[config.mk]
export PLATFORM = sky130hd
export DESIGN_NAME = sd_mmc_card_probe_sequencer_unit
export DESIGN_NICKNAME = d
export VERILOG_FILES = /design/src/rtl/sdprobe_pkg.sv /design/src/rtl/sd_mmc_card_probe_sequencer_unit.sv
export SDC_FILE = /design/constraint.sdc
export NUM_CORES = 1
export LEC_CHECK = 0
export ABC_AREA = 1
export BUFFER_PORTS_ARGS = -buffer_cell sky130_fd_sc_hd__buf_2
export CAP_MARGIN = 30
export CORE_MARGIN = 2
export CORE_UTILIZATION = 56
export DETAILED_ROUTE_END_ITERATION = 10
export GPL_TIMING_DRIVEN = 0
export PLACE_DENSITY = 0.81
export SLEW_MARGIN = 20
export SYNTH_ARGS = -nofsm -noshare
export SYNTH_HDL_FRONTEND = slang
export SYNTH_SLANG_ARGS = --single-unit
[constraint.sdc]
create_clock -name clk -period 4 [get_ports clk]
set_input_delay 0.2 -clock clk [delete_from_list [all_inputs] [get_ports clk]]
set_output_delay 0.2 -clock clk [all_outputs]
set_load 0.05 [all_outputs]
[src/rtl/sdprobe_pkg.sv]
// Shared constants and widths for the SD/MMC card probe sequencer.
// No dependencies; imported by the top level.
`default_nettype none

package sdprobe_pkg;

  localparam int LimitWidth   = 7;
  localparam int VoltWidth    = 24;
  localparam int WordWidth    = 32;
  localparam int IndexWidth   = 6;
  localparam int KindWidth    = 2;
  localparam int TypeWidth    = 3;
  localparam int AddrWidth    = 16;
  localparam int InDataWidth  = 40;
  localparam int OutDataWidth = 64;

  localparam logic [LimitWidth-1:0] LimitReset = 7'd100;
  localparam logic [VoltWidth-1:0]  VoltReset  = 24'h200000;

  localparam logic [WordWidth-1:0] HcsBit  = 32'h4000_0000;
  localparam logic [7:0]           CheckPattern = 8'haa;
  localparam logic [AddrWidth-1:0] MmcRca  = 16'h0001;

  // Input item kinds (carried on tuser).
  localparam logic OpStart    = 1'b0;
  localparam logic OpFinished = 1'b1;

  // Configuration register indexes.
  localparam logic CfgAttemptLimit  = 1'b0;
  localparam logic CfgVoltageWindow = 1'b1;

  // Command indexes.
  localparam logic [IndexWidth-1:0] CmdGoIdle  = 6'd0;
  localparam logic [IndexWidth-1:0] CmdSendOp  = 6'd1;
  localparam logic [IndexWidth-1:0] CmdAllCid  = 6'd2;
  localparam logic [IndexWidth-1:0] CmdRca     = 6'd3;
  localparam logic [IndexWidth-1:0] CmdSelect  = 6'd7;
  localparam logic [IndexWidth-1:0] CmdIfCond  = 6'd8;
  localparam logic [IndexWidth-1:0] CmdCsd     = 6'd9;
  localparam logic [IndexWidth-1:0] CmdAppOp   = 6'd41;
  localparam logic [IndexWidth-1:0] CmdAppCmd  = 6'd55;

  // Response kinds.
  localparam logic [KindWidth-1:0] RespNone  = 2'd0;
  localparam logic [KindWidth-1:0] RespShort = 2'd1;
  localparam logic [KindWidth-1:0] RespCrc   = 2'd2;
  localparam logic [KindWidth-1:0] RespLong  = 2'd3;

  // Card types.
  localparam logic [TypeWidth-1:0] TypeNone = 3'd0;
  localparam logic [TypeWidth-1:0] TypeMmc  = 3'd1;
  localparam logic [TypeWidth-1:0] TypeSd   = 3'd2;
  localparam logic [TypeWidth-1:0] TypeSdV2 = 3'd3;
  localparam logic [TypeWidth-1:0] TypeSdhc = 3'd4;

  typedef struct packed {
    logic                  issue;
    logic [IndexWidth-1:0] cmd_index;
    logic [WordWidth-1:0]  cmd_arg;
    logic [KindWidth-1:0]  response_kind;
    logic                  finished;
    logic                  success;
  } command_t;

endpackage

`default_nettype wire

[src/rtl/sd_mmc_card_probe_sequencer_unit.sv]
// Top level of the SD/MMC card probe sequencer: input register, next-command
// logic, probe state and result register. Depends on sdprobe_pkg.
`default_nettype none

// The block takes one item per clock while the output side is not stalled,
// and returns exactly one result per item once the item has passed through
// the input register and then the result register. Throughput is one item
// per cycle while the output is not stalled, set by the probe state update,
// which is combinational between the input register and the result register.
// A start item restarts the probe at any time and yields CMD0; each
// command-finished item yields the next command to send, the end of the
// probe, or, while idle, neither. Configuration writes take effect on the
// next clock edge and should be made while no item is in flight.
module sd_mmc_card_probe_sequencer_unit (
  input  wire logic                                  clk,
  input  wire logic                                  rst,
  input  wire logic                                  cfg_we,
  input  wire logic                                  cfg_index,
  input  wire logic [sdprobe_pkg::VoltWidth-1:0]     cfg_data,
  input  wire logic                                  s_tvalid,
  output logic                                       s_tready,
  // [0] timed_out, [1] crc_failed, [33:2] resp_word, [39:34] zero
  input  wire logic [sdprobe_pkg::InDataWidth-1:0]   s_tdata,
  // [0] opcode
  input  wire logic                                  s_tuser,
  output logic                                       m_tvalid,
  input  wire logic                                  m_tready,
  // [0] issue, [6:1] cmd_index, [38:7] cmd_arg, [40:39] response_kind,
  // [41] finished, [42] success, [45:43] card_type, [61:46] card_address,
  // [63:62] zero
  output logic [sdprobe_pkg::OutDataWidth-1:0]       m_tdata
);
  import sdprobe_pkg::*;

  localparam logic [3:0] PH_IDLE   = 4'd0;
  localparam logic [3:0] PH_RST_A  = 4'd1;
  localparam logic [3:0] PH_RST_B  = 4'd2;
  localparam logic [3:0] PH_RST_C  = 4'd3;
  localparam logic [3:0] PH_RST_D  = 4'd4;
  localparam logic [3:0] PH_IFCOND = 4'd5;
  localparam logic [3:0] PH_APP    = 4'd6;
  localparam logic [3:0] PH_SDOP   = 4'd7;
  localparam logic [3:0] PH_MMCOP  = 4'd8;
  localparam logic [3:0] PH_CID    = 4'd9;
  localparam logic [3:0] PH_RCA    = 4'd10;
  localparam logic [3:0] PH_CSD    = 4'd11;
  localparam logic [3:0] PH_SEL    = 4'd12;
  localparam logic [3:0] PH_DESEL  = 4'd13;

  // Configuration registers.
  logic [LimitWidth-1:0] attempt_limit;
  logic [VoltWidth-1:0]  voltage_window;

  // Input register.
  logic                 in_valid;
  logic                 in_opcode;
  logic                 in_timed_out;
  logic                 in_crc_failed;
  logic [WordWidth-1:0] in_resp;

  // Probe state.
  logic [3:0]            phase, phase_next;
  logic                  second_try, second_try_next;
  logic [LimitWidth-1:0] attempts, attempts_next;
  logic [TypeWidth-1:0]  found_type, found_type_next;
  logic [AddrWidth-1:0]  found_address, found_address_next;

  command_t              cmd;
  logic                  advance;
  logic                  ok_plain, ok_crc;
  logic [LimitWidth-1:0] eff_limit;
  logic [LimitWidth-1:0] attempts_inc;
  logic                  limit_hit;
  logic [AddrWidth-1:0]  rca_addr;
  logic [WordWidth-1:0]  volt_arg;

  // Result register.
  command_t              res_cmd;
  logic [TypeWidth-1:0]  res_type;
  logic [AddrWidth-1:0]  res_addr;

  always_ff @(posedge clk) begin
    if (rst) begin
      attempt_limit  <= LimitReset;
      voltage_window <= VoltReset;
    end else if (cfg_we) begin
      unique case (cfg_index)
        CfgAttemptLimit:  attempt_limit  <= cfg_data[LimitWidth-1:0];
        CfgVoltageWindow: voltage_window <= cfg_data;
        default: ;
      endcase
    end
  end

  // The result register frees up whenever its transfer completes, so the
  // input register moves on in the same cycle.
  assign advance  = !m_tvalid || m_tready;
  assign s_tready = !in_valid || advance;

  always_ff @(posedge clk) begin
    if (rst) begin
      in_valid <= 1'b0;
    end else if (s_tready) begin
      in_valid <= s_tvalid;
    end
  end

  always_ff @(posedge clk) begin
    if (s_tready && s_tvalid) begin
      in_opcode     <= s_tuser;
      in_timed_out  <= s_tdata[0];
      in_crc_failed <= s_tdata[1];
      in_resp       <= s_tdata[WordWidth+1:2];
    end
  end

  assign ok_plain     = !in_timed_out;
  assign ok_crc       = !in_timed_out && !in_crc_failed;
  assign eff_limit    = (attempt_limit == '0) ? LimitWidth'(1) : attempt_limit;
  assign attempts_inc = attempts + LimitWidth'(1);
  assign limit_hit    = attempts_inc >= eff_limit;
  assign rca_addr     = (found_type != TypeMmc) ? in_resp[WordWidth-1:AddrWidth]
                                                : found_address;
  assign volt_arg     = {{(WordWidth-VoltWidth){1'b0}}, voltage_window};

  always_comb begin
    phase_next         = phase;
    second_try_next    = second_try;
    attempts_next      = attempts;
    found_type_next    = found_type;
    found_address_next = found_address;
    cmd                = '0;

    if (in_opcode == OpStart) begin
      attempts_next      = '0;
      found_type_next    = TypeNone;
      found_address_next = '0;
      second_try_next    = 1'b0;
      phase_next         = PH_RST_A;
      cmd.issue          = 1'b1;
      cmd.cmd_index      = CmdGoIdle;
    end else begin
      unique case (phase)
        PH_RST_A, PH_RST_B, PH_RST_C, PH_RST_D: begin
          cmd.issue = 1'b1;
          if (ok_plain) begin
            second_try_next = 1'b0;
            unique case (phase)
              PH_RST_A: begin
                phase_next    = PH_RST_B;
                cmd.cmd_index = CmdGoIdle;
              end
              PH_RST_B: begin
                phase_next        = PH_IFCOND;
                cmd.cmd_index     = CmdIfCond;
                cmd.cmd_arg       = volt_arg;
                cmd.response_kind = RespCrc;
              end
              PH_RST_C: begin
                attempts_next     = '0;
                phase_next        = PH_APP;
                cmd.cmd_index     = CmdAppCmd;
                cmd.response_kind = RespShort;
              end
              default: begin
                attempts_next     = '0;
                phase_next        = PH_MMCOP;
                cmd.cmd_index     = CmdSendOp;
                cmd.cmd_arg       = volt_arg | HcsBit;
                cmd.response_kind = RespShort;
              end
            endcase
          end else if (!second_try) begin
            // First timeout of CMD0: send it once more in the same phase.
            second_try_next = 1'b1;
            cmd.cmd_index   = CmdGoIdle;
          end else begin
            second_try_next = 1'b0;
            cmd.cmd_index   = CmdGoIdle;
            if (phase == PH_RST_B) begin
              phase_next = PH_RST_C;
            end else if (phase == PH_RST_C) begin
              phase_next = PH_RST_D;
            end else begin
              cmd.issue    = 1'b0;
              phase_next   = PH_IDLE;
              cmd.finished = 1'b1;
            end
          end
        end
        PH_IFCOND: begin
          found_type_next = (ok_crc && in_resp[7:0] == CheckPattern) ? TypeSdV2 : TypeNone;
          second_try_next = 1'b0;
          phase_next      = PH_RST_C;
          cmd.issue       = 1'b1;
          cmd.cmd_index   = CmdGoIdle;
        end
        PH_APP, PH_SDOP: begin
          cmd.issue = 1'b1;
          if (phase == PH_APP && ok_plain && in_resp[5] && !in_resp[22]) begin
            phase_next        = PH_SDOP;
            cmd.cmd_index     = CmdAppOp;
            cmd.cmd_arg       = volt_arg | ((found_type == TypeSdV2) ? HcsBit : '0);
            cmd.response_kind = RespShort;
          end else if (phase == PH_SDOP && ok_plain && in_resp[31]) begin
            if (in_resp[30]) begin
              found_type_next = TypeSdhc;
            end else if (found_type != TypeSdV2) begin
              found_type_next = TypeSd;
            end
            phase_next        = PH_CID;
            cmd.cmd_index     = CmdAllCid;
            cmd.response_kind = RespLong;
          end else begin
            attempts_next = attempts_inc;
            if (limit_hit) begin
              // SD polling exhausted: fall back to the MMC reset.
              found_type_next = TypeNone;
              second_try_next = 1'b0;
              phase_next      = PH_RST_D;
              cmd.cmd_index   = CmdGoIdle;
            end else begin
              phase_next        = PH_APP;
              cmd.cmd_index     = CmdAppCmd;
              cmd.response_kind = RespShort;
            end
          end
        end
        PH_MMCOP: begin
          if (ok_plain && in_resp[31]) begin
            found_type_next   = TypeMmc;
            phase_next        = PH_CID;
            cmd.issue         = 1'b1;
            cmd.cmd_index     = CmdAllCid;
            cmd.response_kind = RespLong;
          end else begin
            attempts_next = attempts_inc;
            if (limit_hit) begin
              found_type_next = TypeNone;
              phase_next      = PH_IDLE;
              cmd.finished    = 1'b1;
            end else begin
              cmd.issue         = 1'b1;
              cmd.cmd_index     = CmdSendOp;
              cmd.cmd_arg       = volt_arg | HcsBit;
              cmd.response_kind = RespShort;
            end
          end
        end
        PH_CID: begin
          if (!ok_crc) begin
            phase_next   = PH_IDLE;
            cmd.finished = 1'b1;
          end else if (found_type == TypeMmc) begin
            found_address_next = MmcRca;
            phase_next         = PH_RCA;
            cmd.issue          = 1'b1;
            cmd.cmd_index      = CmdRca;
            cmd.cmd_arg        = {MmcRca, {(WordWidth-AddrWidth){1'b0}}};
            cmd.response_kind  = RespCrc;
          end else if (found_type == TypeSd || found_type == TypeSdV2 ||
                       found_type == TypeSdhc) begin
            phase_next        = PH_RCA;
            cmd.issue         = 1'b1;
            cmd.cmd_index     = CmdRca;
            cmd.response_kind = RespCrc;
          end else begin
            found_address_next = '0;
            phase_next         = PH_IDLE;
            cmd.finished       = 1'b1;
          end
        end
        PH_RCA: begin
          if (!ok_crc) begin
            phase_next   = PH_IDLE;
            cmd.finished = 1'b1;
          end else begin
            found_address_next = rca_addr;
            phase_next         = PH_CSD;
            cmd.issue          = 1'b1;
            cmd.cmd_index      = CmdCsd;
            cmd.cmd_arg        = {rca_addr, {(WordWidth-AddrWidth){1'b0}}};
            cmd.response_kind  = RespLong;
          end
        end
        PH_CSD: begin
          if (!ok_crc) begin
            phase_next   = PH_IDLE;
            cmd.finished = 1'b1;
          end else begin
            phase_next        = PH_SEL;
            cmd.issue         = 1'b1;
            cmd.cmd_index     = CmdSelect;
            cmd.cmd_arg       = {found_address, {(WordWidth-AddrWidth){1'b0}}};
            cmd.response_kind = RespCrc;
          end
        end
        PH_SEL: begin
          if (!ok_crc) begin
            phase_next   = PH_IDLE;
            cmd.finished = 1'b1;
          end else begin
            phase_next        = PH_DESEL;
            cmd.issue         = 1'b1;
            cmd.cmd_index     = CmdSelect;
            cmd.response_kind = RespCrc;
          end
        end
        PH_DESEL: begin
          phase_next   = PH_IDLE;
          cmd.finished = 1'b1;
          cmd.success  = ok_crc;
        end
        default: begin
          // Idle, or an unused encoding: completions are ignored.
          phase_next = PH_IDLE;
        end
      endcase
    end
  end

  always_ff @(posedge clk) begin
    if (rst) begin
      phase         <= PH_IDLE;
      second_try    <= 1'b0;
      attempts      <= '0;
      found_type    <= TypeNone;
      found_address <= '0;
      m_tvalid      <= 1'b0;
    end else if (advance) begin
      m_tvalid <= in_valid;
      if (in_valid) begin
        phase         <= phase_next;
        second_try    <= second_try_next;
        attempts      <= attempts_next;
        found_type    <= found_type_next;
        found_address <= found_address_next;
      end
    end
  end

  always_ff @(posedge clk) begin
    if (advance && in_valid) begin
      res_cmd  <= cmd;
      res_type <= found_type_next;
      res_addr <= found_address_next;
    end
  end

  assign m_tdata = {2'b00, res_addr, res_type, res_cmd.success, res_cmd.finished,
                    res_cmd.response_kind, res_cmd.cmd_arg, res_cmd.cmd_index,
                    res_cmd.issue};

  // A result either names a command or ends the probe, never both.
  assert property (@(posedge clk) disable iff (rst)
    m_tvalid |-> !(res_cmd.issue && res_cmd.finished))
    else $error("result both issues a command and finishes the probe");

  // Success is only reported on the final result of a probe.
  assert property (@(posedge clk) disable iff (rst)
    m_tvalid && res_cmd.success |-> res_cmd.finished && res_type != TypeNone)
    else $error("success reported without a finished probe and a card type");

  // A finished probe leaves the sequencer idle.
  assert property (@(posedge clk) disable iff (rst)
    advance && in_valid && cmd.finished |=> phase == PH_IDLE)
    else $error("probe finished but phase is not idle");

  // The polling counter never passes the effective attempt limit.
  assert property (@(posedge clk) disable iff (rst)
    (phase == PH_APP || phase == PH_SDOP || phase == PH_MMCOP) |-> attempts < eff_limit)
    else $error("polling attempts exceed the limit");

endmodule

`default_nettype wire

### Word level (Yosys, flattened, before mapping)

Index checks and enable logic that the tools add are counted.

| word-level totals | value |
|---|---|
| logic and storage cells | 181 |
| output and inout bits | 66 |
| flip-flop bits (word level) | 161 |
| bits of input ports | 71 |

| cells by class | value |
|---|---|
| multiplexer cells | 94 |
| magnitude comparators | 1 |
| add/subtract/negate cells | 1 |
| reductions and logical operators | 32 |
| eq/ne operators | 30 |
| bitwise gates (word level) | 2 |

Operators by type and width:

| operator | number |
|---|---|
| 32-bit case mux with 6 select lines | 1 |
| 41-bit 2-to-1 mux | 4 |
| 16-bit 2-to-1 mux | 6 |
| 7-bit 2-to-1 mux | 11 |
| 31-bit 2-to-1 mux | 2 |
| 31-bit case mux with 2 select lines | 1 |
| 4-bit 2-to-1 mux | 14 |
| 7-bit case mux with 8 select lines | 1 |
| 34-bit 2-to-1 mux | 1 |
| 32-bit 2-to-1 mux | 1 |
| 16-bit case mux with 2 select lines | 1 |
| 4-bit case mux with 8 select lines | 1 |
| 24-bit by 31-bit OR with 31-bit output | 1 |
| 4-bit equality test (second input constant) | 6 |
| 3-bit 2-to-1 mux | 8 |
| 6-bit 2-to-1 mux | 4 |
| 1-bit 2-to-1 mux | 21 |
| 7-bit case mux with 3 select lines | 1 |
| 3-bit != test (second input constant) | 6 |
| 6-bit case mux with 3 select lines | 1 |
| 17-bit 2-to-1 mux | 1 |
| 4-bit by 3-bit equality test with 1-bit output (second input constant) | 4 |
| 2-bit 2-to-1 mux | 8 |
| 2-bit case mux with 7 select lines | 1 |
| other kinds (29) | 54 |

### Depth between registers and ports, before layout

Gate-level depths: netlist of run 1.

| logic depth | value |
|---|---|
| depth in word-level cells | 8 |
| depth in mapped cells | 16 |
| mapped depth without buffers | 16 |

### Worst setup path after synthesis of run 1

OpenSTA, ideal clock, no wires.

| timing path | value |
|---|---|
| kind | flip-flop to flip-flop |
| start point | register m_tvalid |
| end point | register res_cmd (netlist bit m_tdata[0]) (enable) |
| required time | 3.546 ns |
| clock period less this slack | 3.257 ns |
| path buffers | 1 |
| cell stages (with the launch flop) | 5 |
| data arrival time | 2.803 ns |
| setup time | 0.454 ns |
| slack | 0.743 ns |
| cell sequence | dfxtp_1 > nand2_1 > nand2_1 > inv_1 > clkbuf_1 |

| on the way | value |
|---|---|
| word-level cells in the longest chain between the ends | 3 |

Ends and longest elaborated chain:

| item | line | source |
|---|---|---|
| start, declared | sd_mmc_card_probe_sequencer_unit.sv:26 | `output logic m_tvalid,` |
| start signal, assigned | sd_mmc_card_probe_sequencer_unit.sv:331 | `m_tvalid <= in_valid;` |
| 1-bit logical NOT | sd_mmc_card_probe_sequencer_unit.sv:97 | `assign advance = !m_tvalid \|\| m_tready;` |
| 1-bit logical OR | sd_mmc_card_probe_sequencer_unit.sv:97 |  |
| 1-bit logical AND | sd_mmc_card_probe_sequencer_unit.sv:343 | `if (advance && in_valid) begin` |
| end signal, assigned | sd_mmc_card_probe_sequencer_unit.sv:344 | `res_cmd <= cmd;` |
| end, declared | sd_mmc_card_probe_sequencer_unit.sv:78 | `command_t res_cmd;` |

Every way passes these cells.
A chain may end at the register's enable or synchronous reset.

### Worst setup path after layout of run 1

| timing path | value |
|---|---|
| start point | register attempts[0] |
| end point | register phase[3] |

| on the way | value |
|---|---|
| word-level cells in the longest chain between the ends | 4 |

Ends and longest elaborated chain:

| item | line | source |
|---|---|---|
| start, declared | sd_mmc_card_probe_sequencer_unit.sv:64 | `logic [LimitWidth-1:0] attempts, attempts_next;` |
| start signal, assigned | sd_mmc_card_probe_sequencer_unit.sv:335 | `attempts <= attempts_next;` |
| 7-bit by 1-bit adder with 7-bit output | sd_mmc_card_probe_sequencer_unit.sv:120 | `assign attempts_inc = attempts + LimitWidth'(1);` |
| 7-bit >= comparator | sd_mmc_card_probe_sequencer_unit.sv:121 | `assign limit_hit = attempts_inc >= eff_limit;` |
| 4-bit != test (no source line) | -- |  |
| 4-bit AND reduction (no source line) | -- |  |
| end signal, assigned | sd_mmc_card_probe_sequencer_unit.sv:333 | `phase <= phase_next;` |
| end, declared | sd_mmc_card_probe_sequencer_unit.sv:62 | `logic [3:0] phase, phase_next;` |

Every way passes these cells.

==> results_dict.tcl, run 1 <==
set metrics [dict create \
    cts_resized 0 \
    drive_above_1_share_pct 23.0 \
    ys_ff_latch 153 \
    worst_clock_skew_ns 0.0108 \
    critPathKind "register to register" \
    crit_fanout 6 \
    netlist_area_um2 7200 \
    hold_class "input pin to register" \
    crit-reg2reg-capture "phase[3]" \
    grt_pass1_wl_um 29000 \
    antenna_found_initial 0 \
    cts.clk_slew.worst_paths_ns 0.07 \
    root_buffer "clkbuf_16" \
    start_util_pct 57.3 \
    port_buffers 120 \
    yosysUniqueCellTypes 47 \
    fp.dieArea_um2 13800 \
    peakVddDrop_mv 0.312 \
    finalSetupTns_ns 0 \
    via_count 6284 \
    relSlewSlack_pct 56.3 \
    num_rows 41 \
    worstPathArrival_ns 3.16 \
    h-tree-depth 4 \
    clk_path_buf_depth 2 \
    drt-met1-wl_um 7400 \
    diodes 0 \
    final_common_cell "nand2_1" \
    first_pass_iters 6 \
    total_power_uw 3790 \
    drt_wl_total_um 18300 \
    fmax_mhz 349 \
    cts_buffers 17 \
    ys_seq_area_share_pct 54.9 \
    ys.warnings.count 0 \
    crit_slowest_cell "dfxtp_1" \
    core_um2 12600 \
    worst-path-stages 15 \
    fin_crit_sh_pct 71.7 \
    route.detailed.drc 0 \
    async_reset_ff_share_pct 0 \
    worst-path-buf-inv 2 \
    max_cap_viol_count 0 \
    postCtsSetupBuffers 0 \
    synth_edf_count 89 \
    most-common-layout-cells "150 x nand2_1, 126 x buf_2, 92 x nor2_1, 92 x o21ai_0, 89 x edfxtp_1" \
    rrSetupSlack_ns 1.13 \
    rr_startpoint "attempts[0]" \
    ant_nets 0 \
    rsz0062_at_grt "false" \
    critPathMaxStageDelay_ns 0.41 \
    cp-start-kind "register" \
    pin_count 137 \
    outcome "completed" \
    grt_max_degree 37 \
    fp.dieW_um 117 \
    power.density_nw_per_um2 424 \
    endpoint "phase[3]" \
    routabilityCongestion 0.952 \
    via_per_inst 5.39 \
    met3_wirelength_um 1430 \
    worstMarginPinSlew_ns 0.656 \
    cp-end-kind "register" \
    report.final.hold_viol_count 0 \
    crit_chain "ha_1, nand3_1, nand3b_1, xor2_1, inv_1, ha_1, a21o_1, nor2_1, nand2_1, inv_1, nand3_1, nand2_1, nor2_2, nand2_1, a21oi_1" \
    dp_hpwl_um 12600 \
    highest_layer "met4" \
    maxSlewViolCount 0 \
    grtUsageTotal_pct 26.8 \
    crit_start "attempts[0]" \
    power.leakage_uw 0.00400 \
    syn_avg_cell_area_um2 8.89 \
    rr_worst_depth 15 \
    die_h_um 117 \
    met2_length_um 8890 \
    crit_top_cell "nand2_1" \
    synthCells 810 \
    synthToLayoutAreaGrowth_pct 24.2 \
    ys.flop_type "edfxtp_1" \
    numClockSinks 153 \
    gr-total-overflow 0 \
    timing.final.crit_period_ns 2.87 \
    fin_nets 1060 \
    path_delay_family "simple AND/OR/NAND/NOR gates" \
    critPathRequiredTime_ns 4.30 \
    grt_pass1_vias 5968 \
    cts_tree "built" \
    post_drt_wl_per_cell_um 15.7 \
    drtIter0Drc 640 \
    setup_viol 0 \
    clk_latency_ns 0.43 \
]
-- report_power, final --
part / switching, uW / leakage [uW] / internal (uW)
logic: 282 / 0.00231 / 121
registers: 37.3 / 0.00140 / 1740
clock network: 681 / 0.000294 / 926
-- Yosys cell counts, types with 9 or more instances --
| master | number | share of area, % |
|---|---|---|
| dfxtp_1 | 64 | 18 |
| inv_2 | 9 | 0.47 |
| nand3_1 | 29 | 2.0 |
| nor2_1 | 92 | 4.8 |
| a21oi_2 | 10 | 1.2 |
| edfxtp_1 | 89 | 37 |
| nand2_2 | 14 | 1.2 |
| o21ai_0 | 92 | 6.4 |
| a21oi_1 | 54 | 3.8 |
| nand4_1 | 10 | 0.87 |
| inv_1 | 84 | 4.4 |
| clkbuf_1 | 19 | 0.99 |
| nand2_1 | 150 | 7.8 |
-- worst min-delay path by stage --
stage | start | endpoint | cells past startpoint
2_1_floorplan | rst | phase[1] | 1
3_3_place_gp | s_tdata[1] | in_crc_failed | 1
3_5_place_dp | s_tdata[7] | in_resp[5] | 1
4_1_cts | cfg_data[8] | voltage_window[8] | 3
5_1_grt | cfg_data[10] | voltage_window[10] | 3
6_report | cfg_data[8] | voltage_window[8] | 3
-- worst register-to-register path: cells and delay by family, from the launching register on --
family                     cells  cell delay (ns)
DFF                            1             0.41
AOI/OAI and AO/OA              2             0.21
xor gates and xnor gates       1             0.14
and+or+nand+nor                8             1.27
adders and majority gates      2             0.51
buffers and inverters          2             0.21
-- what timing repair did --
| action | 4_1_cts | 5_1_grt |
|---|---|---|
| hold buffers | 29 | 0 |
| endpoints found under the setup margin | 0 | 0 |
| endpoints found under the hold margin | 29 | 0 |
-- per-stage QoR --
step                      setup slack, ns  cell area [um2]  cells  hold WS, ns  util [%]
final                                1.13             8940   1166       0.0292      71.1
after CTS                            1.14             8940   1166       0.0158      71.1
after detailed placement             1.16             8060   1105        0.378      64.1
after global routing                0.813             8940   1166       0.0382      71.1
after floorplan                     0.743             7200    811        0.269         -
after global placement             0.0705             8020   1103        0.376      63.8
-- sequential cells by signal, summed over array words and instances, names as in the netlist --
name	cells
in_timed_out	1
found_type	3
attempts	7
m_tdata	43
voltage_window	24
second_try	1
found_address	16
in_crc_failed	1
res_type	3
phase	4
in_valid	1
m_tvalid	1
in_resp	24
res_addr	16
attempt_limit	7
in_opcode	1
-- cell type report --
type                    instances  area (um2)
flip-flops and latches        153        3950
clock inverters                13         130
inverters                      96         368
multi-input cells             531        2720
clock buffers                  19         464
plain buffers                  31         161
repair buffers                151         926
fillers                       958        3630
well taps                     172         215
-- per-layer routing --
layer  vias to the layer above  global-route usage [%]
met5                         -                       0
met1                      2869                    32.7
met4                         0                    10.8
met3                        54                    7.00
li1                       3069                       -
met2                       292                    45.2
-- cells by family after synthesis --
| group | Yosys count | share of synthesized area [%] |
|---|---|---|
| AOI/OAI and AO/OA | 186 | 14.5 |
| xor gates and xnor gates | 5 | 0.608 |
| adders and majority gates | 8 | 1.39 |
| buffers and inverters | 127 | 7.30 |
| DFF | 153 | 54.9 |
| other | 1 | 0.0521 |
| and+or+nand+nor | 330 | 21.3 |
No activity file was read; power rests on OpenSTA's default activity.
==> run 2, diff against run 1 <==
--- a/config.mk
+++ b/config.mk
@@ -5,14 +5,14 @@
 export SDC_FILE = /design/constraint.sdc
 export NUM_CORES = 1
 export LEC_CHECK = 0
-export ABC_AREA = 1
+export ABC_AREA = 0
 export BUFFER_PORTS_ARGS = -buffer_cell sky130_fd_sc_hd__buf_2
 export CAP_MARGIN = 30
 export CORE_MARGIN = 2
-export CORE_UTILIZATION = 56
+export CORE_UTILIZATION = 50
 export DETAILED_ROUTE_END_ITERATION = 10
 export GPL_TIMING_DRIVEN = 0
-export PLACE_DENSITY = 0.81
+export PLACE_DENSITY = 0.76
 export SLEW_MARGIN = 20
 export SYNTH_ARGS = -nofsm -noshare
 export SYNTH_HDL_FRONTEND = slang
==> constraint.sdc (replaced) <==
create_clock -name clk -period 2.5 [get_ports clk]
set_input_delay 0.125 -clock clk [delete_from_list [all_inputs] [get_ports clk]]
set_output_delay 0.125 -clock clk [all_outputs]
set_load 0.05 [all_outputs]
==> run 2 against run 1 <==
Effect of this change:
- the flow now finishes with violations (setup timing)
- global-route usage rose by 1.5 points
- sequential share of layout area fell by 3.2 points
- die area is 8.3% higher
- register-to-register slack lost 1.3 ns
- combinational power up 45%
- utilization shrank 0.68 points
- clock skew down 0.0053 ns
- via count rose by 3.8%
- critical path depth is 6 lower
- clock power grew 53%
- total power increased by 54%
- synthesized area is 3.1% lower
==> results_dict.tcl, run 2 <==
set metrics [dict create \
    outcome "finished, violations left" \
    violations "setup timing" \
    clk_path_buf_depth 2 \
    synth.most_common_cell "nand2_1" \
    internal_power_uw 4400 \
    num_rows 43 \
    path_delay_family "compound AO/OA/AOI/OAI gates" \
    rr_startpoint "attempt_limit[2]" \
    rr_worst_depth 9 \
    cts_tree "built" \
    drive_above_1_share_pct 32.7 \
    crit_slowest_cell "a211oi_4" \
    worstHoldEndpoint "attempt_limit[0]" \
    worst-path-buf-inv 1 \
    setup_viol 40 \
    post-place-ws_ns -0.670 \
    timing.final.crit_period_ns 2.70 \
    gr-total-overflow 0 \
    ys.warnings.count 0 \
    p_clk_share_pct 42.1 \
    critPathKind "register to register" \
    start_util_pct 50.7 \
    drtIter0Drc 816 \
    p_sw_uw 1450 \
    grtUsageTotal_pct 28.3 \
    crit_chain "nor4_4, a31o_2, ha_4, nand2b_4, a211o_1, a211oi_4, a21oi_4, buf_8, nor3b_4" \
    grt_use_met3_pct 5.29 \
    synth_area_leader_cell "edfxtp_1" \
    crit_fanout 5 \
    fin_crit_sh_pct 108 \
    worst_clock_skew_ns 0.00552 \
    antenna_found_initial 1 \
    cts_buffers 17 \
    synth_edf_count 89 \
    grt_use_met1_pct 36.7 \
    first_pass_iters 6 \
    grt_use_met2_pct 47.3 \
    synth_common_cells "103 x nand2_1, 89 x edfxtp_1, 64 x dfxtp_1" \
    fp.dieArea_um2 14900 \
    synthCells 665 \
    drt_wl_total_um 22000 \
    port_buffers 120 \
    dpl_cell_area_um2 7870 \
    die_h_um 122 \
    syn_avg_cell_area_um2 10.5 \
    relSlewSlack_pct 33.7 \
    hold_class "input pin to register" \
    pwr-share-seq_pct 47.9 \
    hold_ws_ns 0.146 \
    dp_hpwl_um 13600 \
    crit-reg2reg-capture "m_tdata[15]" \
    peakVddDrop_mv 0.474 \
    grt_pass1_wl_um 32000 \
    async_reset_ff_share_pct 0 \
    grt_pass1_vias 6105 \
    critPathMaxStageDelay_ns 0.42 \
    route.detailed.drc 0 \
    root_buffer "clkbuf_16" \
    worstPathArrival_ns 2.96 \
    fin_area_um2 9710 \
    largest_reg_flops 43 \
    via_count 6525 \
    pin_count 137 \
    hold_depth 4 \
    fmax_mhz 371 \
    ant_nets 0 \
    numClockSinks 153 \
    post_drt_wl_per_cell_um 20.4 \
    synth_top_area_share_pct 38.3 \
    worstHoldStart "cfg_we" \
    synth_area_leaders "edfxtp_1 38%, dfxtp_1 18%, nand2_1 5.5%" \
    stdcell_count 1078 \
    routabilityCongestion 0.954 \
    cp-end-kind "register" \
    combPwrFrac_pct 10.0 \
    ys.flop_type "edfxtp_1" \
    final_common_cell "buf_2" \
    rrSetupSlack_ns -0.20 \
    netlist_area_um2 6980 \
    fin_nets 963 \
    ys_seq_area_share_pct 56.7 \
    clk_latency_ns 0.42 \
    max_cap_viol_count 0 \
    critPathRequiredTime_ns 2.77 \
    core_um2 13800 \
    grt_busiest_layer "met2" \
    ys_ff_latch 153 \
    fp.dieW_um 122 \
    worstMarginPinSlew_ns 0.986 \
    switching_share_pct 24.8 \
    power.leakage_uw 0.00357 \
    rsz0062_at_grt "true" \
    grt_max_degree 37 \
    final.setup.worst_slack_ns -0.196 \
    yosysUniqueCellTypes 73 \
    maxSlewViolCount 0 \
    cts.clk_slew.worst_paths_ns 0.06 \
    dp.cells 969 \
    nFillCells 960 \
    via_per_inst 6.05 \
    synthToLayoutAreaGrowth_pct 39.1 \
    cp-start-kind "register" \
    most-common-layout-cells "130 x buf_2, 102 x nand2_1, 89 x edfxtp_1" \
    power.density_nw_per_um2 602 \
    h-tree-depth 4 \
    report.final.hold_viol_count 0 \
]
[run 2: changes by cell type after synthesis, sizes merged, moves of 8 or more]
cell    change
nor2b      +14
nand3      -22
o22ai       +9
nor3b      +20
clkbuf     +10
a22o       +25
o21ai      -75
a22oi      +17
nand2      -67
nand2b     +10
nor2       -70
inv        -81
nor3        +8
[run 2: worst max-delay path by stage]
stage | to | start | cells after the start | slack (ns)
final | m_tdata[15] | attempt_limit[2] | 9 | -0.20
after global routing | found_type[2] | attempt_limit[2] | 9 | -0.24
after CTS | m_tdata[15] | attempt_limit[4] | 9 | -0.02
after detailed placement | m_tdata[15] | attempts[0] | 10 | -0.67
after global placement | attempts[0] | m_tvalid | 7 | -0.53
after floorplan | attempts[0] | m_tvalid | 7 | -0.003
[run 2: routing by layer]
metal | part of all wire, % | routed length (um) | vias to the layer above
li1 | - | - | 2924
met1 | 39 | 8540 | 3071
met2 | 49 | 10900 | 461
met3 | 9.1 | 2010 | 69
met4 | 2.7 | 601 | 0
met5 | 0 | 0 | -
[run 2: area by class of cell]
type / count / area (um2) / area share, %
Sequential cell: 153 / 3980 / 41.0
Multi-Input combinational cell: 455 / 3290 / 33.9
Timing Repair Buffer: 198 / 1350 / 13.9
Clock buffer: 25 / 485 / 5.00
Buffer: 44 / 243 / 2.50
Tap cell: 180 / 225 / 2.32
Clock inverter: 7 / 68.8 / 0.709
Inverter: 14 / 56.3 / 0.580
Timing Repair inverter: 1 / 5.00 / 0.0516
Antenna cell: 1 / 2.50 / 0.0258
[run 2: per-stage QoR]
stage	total power, uW	utilization [%]	setup TNS, ns
floorplan	3160	-	-0.00276
global placement	3320	56.9	-35.02
detailed placement	3330	57.1	-19.19
CTS	5810	67.4	-0.101
global route	5980	70.5	-7.63
finish	5840	70.5	-5.43
[run 2: kinds of logic (layout without fill, tap and decap cells)]
logic type / Yosys count / count (layout) / synth area share [%]
DFF: 153 / 153 / 56.7
buffers and inverters: 58 / 289 / 3.66
AOI/OAI and AO/OA: 193 / 193 / 19.3
and+or+nand+nor: 242 / 242 / 17.6
muxes: 4 / 4 / 0.610
other: 1 / 3 / 0.0537
xor gates and xnor gates: 5 / 5 / 0.627
adders and majority gates: 9 / 9 / 1.58
[run 2: timing repair]
action / 4_1_cts / 5_1_grt
setup endpoints to repair: 67 / 64
hold buffers: 52 / 0
hold endpoints to repair: 59 / 0
buffers inserted: 9 / 12
pin swaps: 20 / 43
gates cloned: 2 / 1
resized for setup: 59 / 76
[run 2: power groups by stage]
| stage | combinational, uW | sequential, uW | clock, uW |
|---|---|---|---|
| finish | 583 | 2800 | 2460 |
| floorplan | 192 | 2970 | 0 |
| global route | 619 | 2810 | 2560 |
| global placement | 462 | 2850 | 0 |
| CTS | 551 | 2800 | 2460 |
| detailed placement | 474 | 2860 | 0 |
[run 2: worst reg2reg max path: stages, from the launching register on]
cell and delay [ns]:
dfxtp_2 0.34, nor4_4 0.30, a31o_2 0.22, ha_4 0.20, nand2b_4 0.13, a211o_1 0.35, a211oi_4 0.42, a21oi_4 0.20
buf_8 0.19, nor3b_4 0.19
==> run 3, diff against run 2 <==
--- a/config.mk
+++ b/config.mk
@@ -9,10 +9,10 @@
 export BUFFER_PORTS_ARGS = -buffer_cell sky130_fd_sc_hd__buf_2
 export CAP_MARGIN = 30
 export CORE_MARGIN = 2
-export CORE_UTILIZATION = 50
+export CORE_UTILIZATION = 55
 export DETAILED_ROUTE_END_ITERATION = 10
 export GPL_TIMING_DRIVEN = 0
-export PLACE_DENSITY = 0.76
+export PLACE_DENSITY = 0.88
 export SLEW_MARGIN = 20
 export SYNTH_ARGS = -nofsm -noshare
 export SYNTH_HDL_FRONTEND = slang
==> constraint.sdc (replaced) <==
create_clock -name clk -period 2.8 [get_ports clk]
set_input_delay 0.14 -clock clk [delete_from_list [all_inputs] [get_ports clk]]
set_output_delay 0.14 -clock clk [all_outputs]
set_load 0.05 [all_outputs]
==> run 3 against run 2 <==
Effect of this change:
- the flow now finishes without violations
- register-to-register slack improved by 0.30 ns
- global-route usage increased by 3.8 points
- utilization increased by 2.3 points
- hold slack got worse by 0.12 ns
- clock power decreased by 8.1%
- total power decreased by 9.9%
- sequential power decreased by 11%
- critical path depth increased by 2
- combinational power decreased by 13%
- first-iteration DRC count increased by 6.3%
- clock-buffer cell count decreased by 1
- flip-flop and latch count unchanged
- critical endpoint is now phase[1]
- largest power group unchanged
- highest routed layer unchanged
==> results_dict.tcl, run 3 (synthesis gave the netlist of run 2 again) <==
set metrics [dict create \
    outcome "completed" \
    clk_latency_ns 0.44 \
    timing.final.crit_period_ns 2.70 \
    fin_crit_sh_pct 96.5 \
    die_h_um 117 \
    route.detailed.drc 0 \
    dpl_cell_area_um2 7850 \
    dp_hpwl_um 13500 \
    dp.cells 961 \
    p_clk_share_pct 42.8 \
    worst_clock_skew_ns 0.0130 \
    maxSlewViolCount 0 \
    final.setup.worst_slack_ns 0.0993 \
    final_common_cell "buf_2" \
    power.density_nw_per_um2 578 \
    combPwrFrac_pct 9.6 \
    grt_max_degree 31 \
    port_buffers 120 \
    stdcell_count 1051 \
    post-place-ws_ns -0.698 \
    fp.dieArea_um2 13600 \
    hold_class "input pin to register" \
    switching_share_pct 24.7 \
    internal_power_uw 3970 \
    grt_pass1_vias 6334 \
    report.final.hold_viol_count 0 \
    fp.dieW_um 117 \
    peakVddDrop_mv 0.428 \
    ant_nets 0 \
    post_drt_wl_per_cell_um 20.4 \
    fin_area_um2 9110 \
    pwr-share-seq_pct 47.6 \
    rr_worst_depth 11 \
    drtIter0Drc 867 \
    nFillCells 852 \
    cts_buffers 17 \
    fmax_mhz 370 \
    drive_above_1_share_pct 23.9 \
    critPathRequiredTime_ns 3.09 \
    numClockSinks 153 \
    rsz0062_at_grt "false" \
    most-common-layout-cells "129 x buf_2, 103 x nand2_1, 89 x edfxtp_1" \
    largest_reg_flops 43 \
    via_per_inst 6.22 \
    routabilityCongestion 1.05 \
    p_sw_uw 1300 \
    grt_pass1_wl_um 32700 \
    grtUsageTotal_pct 32.1 \
    relSlewSlack_pct 39.5 \
    gr-total-overflow 0 \
    crit_fanout 10 \
    cts_tree "built" \
    pin_count 137 \
    max_cap_viol_count 0 \
    critPathKind "register to register" \
    via_count 6540 \
    num_rows 41 \
    setup_viol 0 \
    power.leakage_uw 0.00338 \
    cts.clk_slew.worst_paths_ns 0.06 \
    hold_depth 3 \
    drt_wl_total_um 21500 \
    cp-start-kind "register" \
    h-tree-depth 4 \
    antenna_found_initial 0 \
    diodes 0 \
    worstPathArrival_ns 2.99 \
    fin_nets 945 \
    synthToLayoutAreaGrowth_pct 30.5 \
    root_buffer "clkbuf_16" \
    worstMarginPinSlew_ns 0.901 \
    cp-end-kind "register" \
    clk_path_buf_depth 2 \
    core_um2 12500 \
    start_util_pct 55.8 \
    first_pass_iters 5 \
]
## run 3: cell types whose count changed in the layout (fill, tap and decap cells not counted), moves of 7 or more
cell | previous run | this run
o22ai_1 | 3 | 10
buf_4 | 19 | 8
nor3b_2 | 14 | 2
a21oi_1 | 48 | 56
nor3b_1 | 4 | 19
## run 3: final timing paths
path	start	to	slack (ns)
setup / recovery	attempts[4]	phase[1]	0.1
hold / removal	cfg_data[16]	voltage_window[16]	0.02
setup reg to reg	attempts[4]	phase[1]	0.1
hold reg to reg	voltage_window[0]	voltage_window[0]	0.45
## run 3: worst max-delay path: stages, from the launching register on
cell and delay [ns]:
dfxtp_1 0.39, and3_1 0.20, nand3_1 0.11, xnor2_1 0.17
ha_1 0.31, nand4_1 0.12, nor2_1 0.26, a211oi_2 0.14
buf_4 0.17, buf_6 0.14, a211oi_1 0.39, o32ai_1 0.16
## run 3: layout make-up
type,instances,area [um2],share of cell area [%]
sequential,153,3960,43.5
multi-input combinational,455,2860,31.4
timing repair buffer,181,1210,13.2
clock buffer,24,536,5.88
buffer,44,223,2.45
tap,172,215,2.36
inverter,14,56.3,0.618
clock inverter,8,55.1,0.604
## run 3: power groups by stage
| stage | combinational [uW] | clock (uW) | sequential [uW] |
|---|---|---|---|
| 2_1_floorplan | 171 | 0 | 2650 |
| 3_3_place_gp | 414 | 0 | 2550 |
| 3_5_place_dp | 427 | 0 | 2550 |
| 6_report | 506 | 2260 | 2500 |
| 4_1_cts | 485 | 2240 | 2500 |
| 5_1_grt | 536 | 2340 | 2510 |
## run 3: timing repair
item / 4_1_cts / 5_1_grt
endpoints found under the hold margin: 58 / 0
resized for setup: 7 / 29
hold buffers: 51 / 0
buffers inserted: 1 / 5
setup endpoints to repair: 41 / 44
pin swaps: 1 / 4
## run 3: metrics by stage
| step | utilization (%) | hold WS (ns) | total power (uW) | TNS [ns] |
|---|---|---|---|---|
| after floorplan | - | 0.239 | 2820 | -0.00694 |
| after global placement | 62.4 | 0.317 | 2960 | -38.57 |
| after detailed placement | 62.7 | 0.318 | 2980 | -17.88 |
| after CTS | 71.8 | 0.0164 | 5230 | 0 |
| after global routing | 72.8 | 0.0296 | 5390 | 0 |
| final | 72.8 | 0.0229 | 5270 | 0 |
## run 3: routing by layer
| metal | track usage (%) | vias to the layer above | wire length [um] | share of wire, % |
|---|---|---|---|---|
| met5 | 0 | - | 0 | 0 |
| met4 | 14.0 | 0 | 771 | 3.6 |
| met3 | 8.51 | 92 | 2310 | 11 |
| met2 | 52.7 | 499 | 10200 | 47 |
| met1 | 40.1 | 3055 | 8200 | 38 |
| li1 | - | 2894 | - | - |
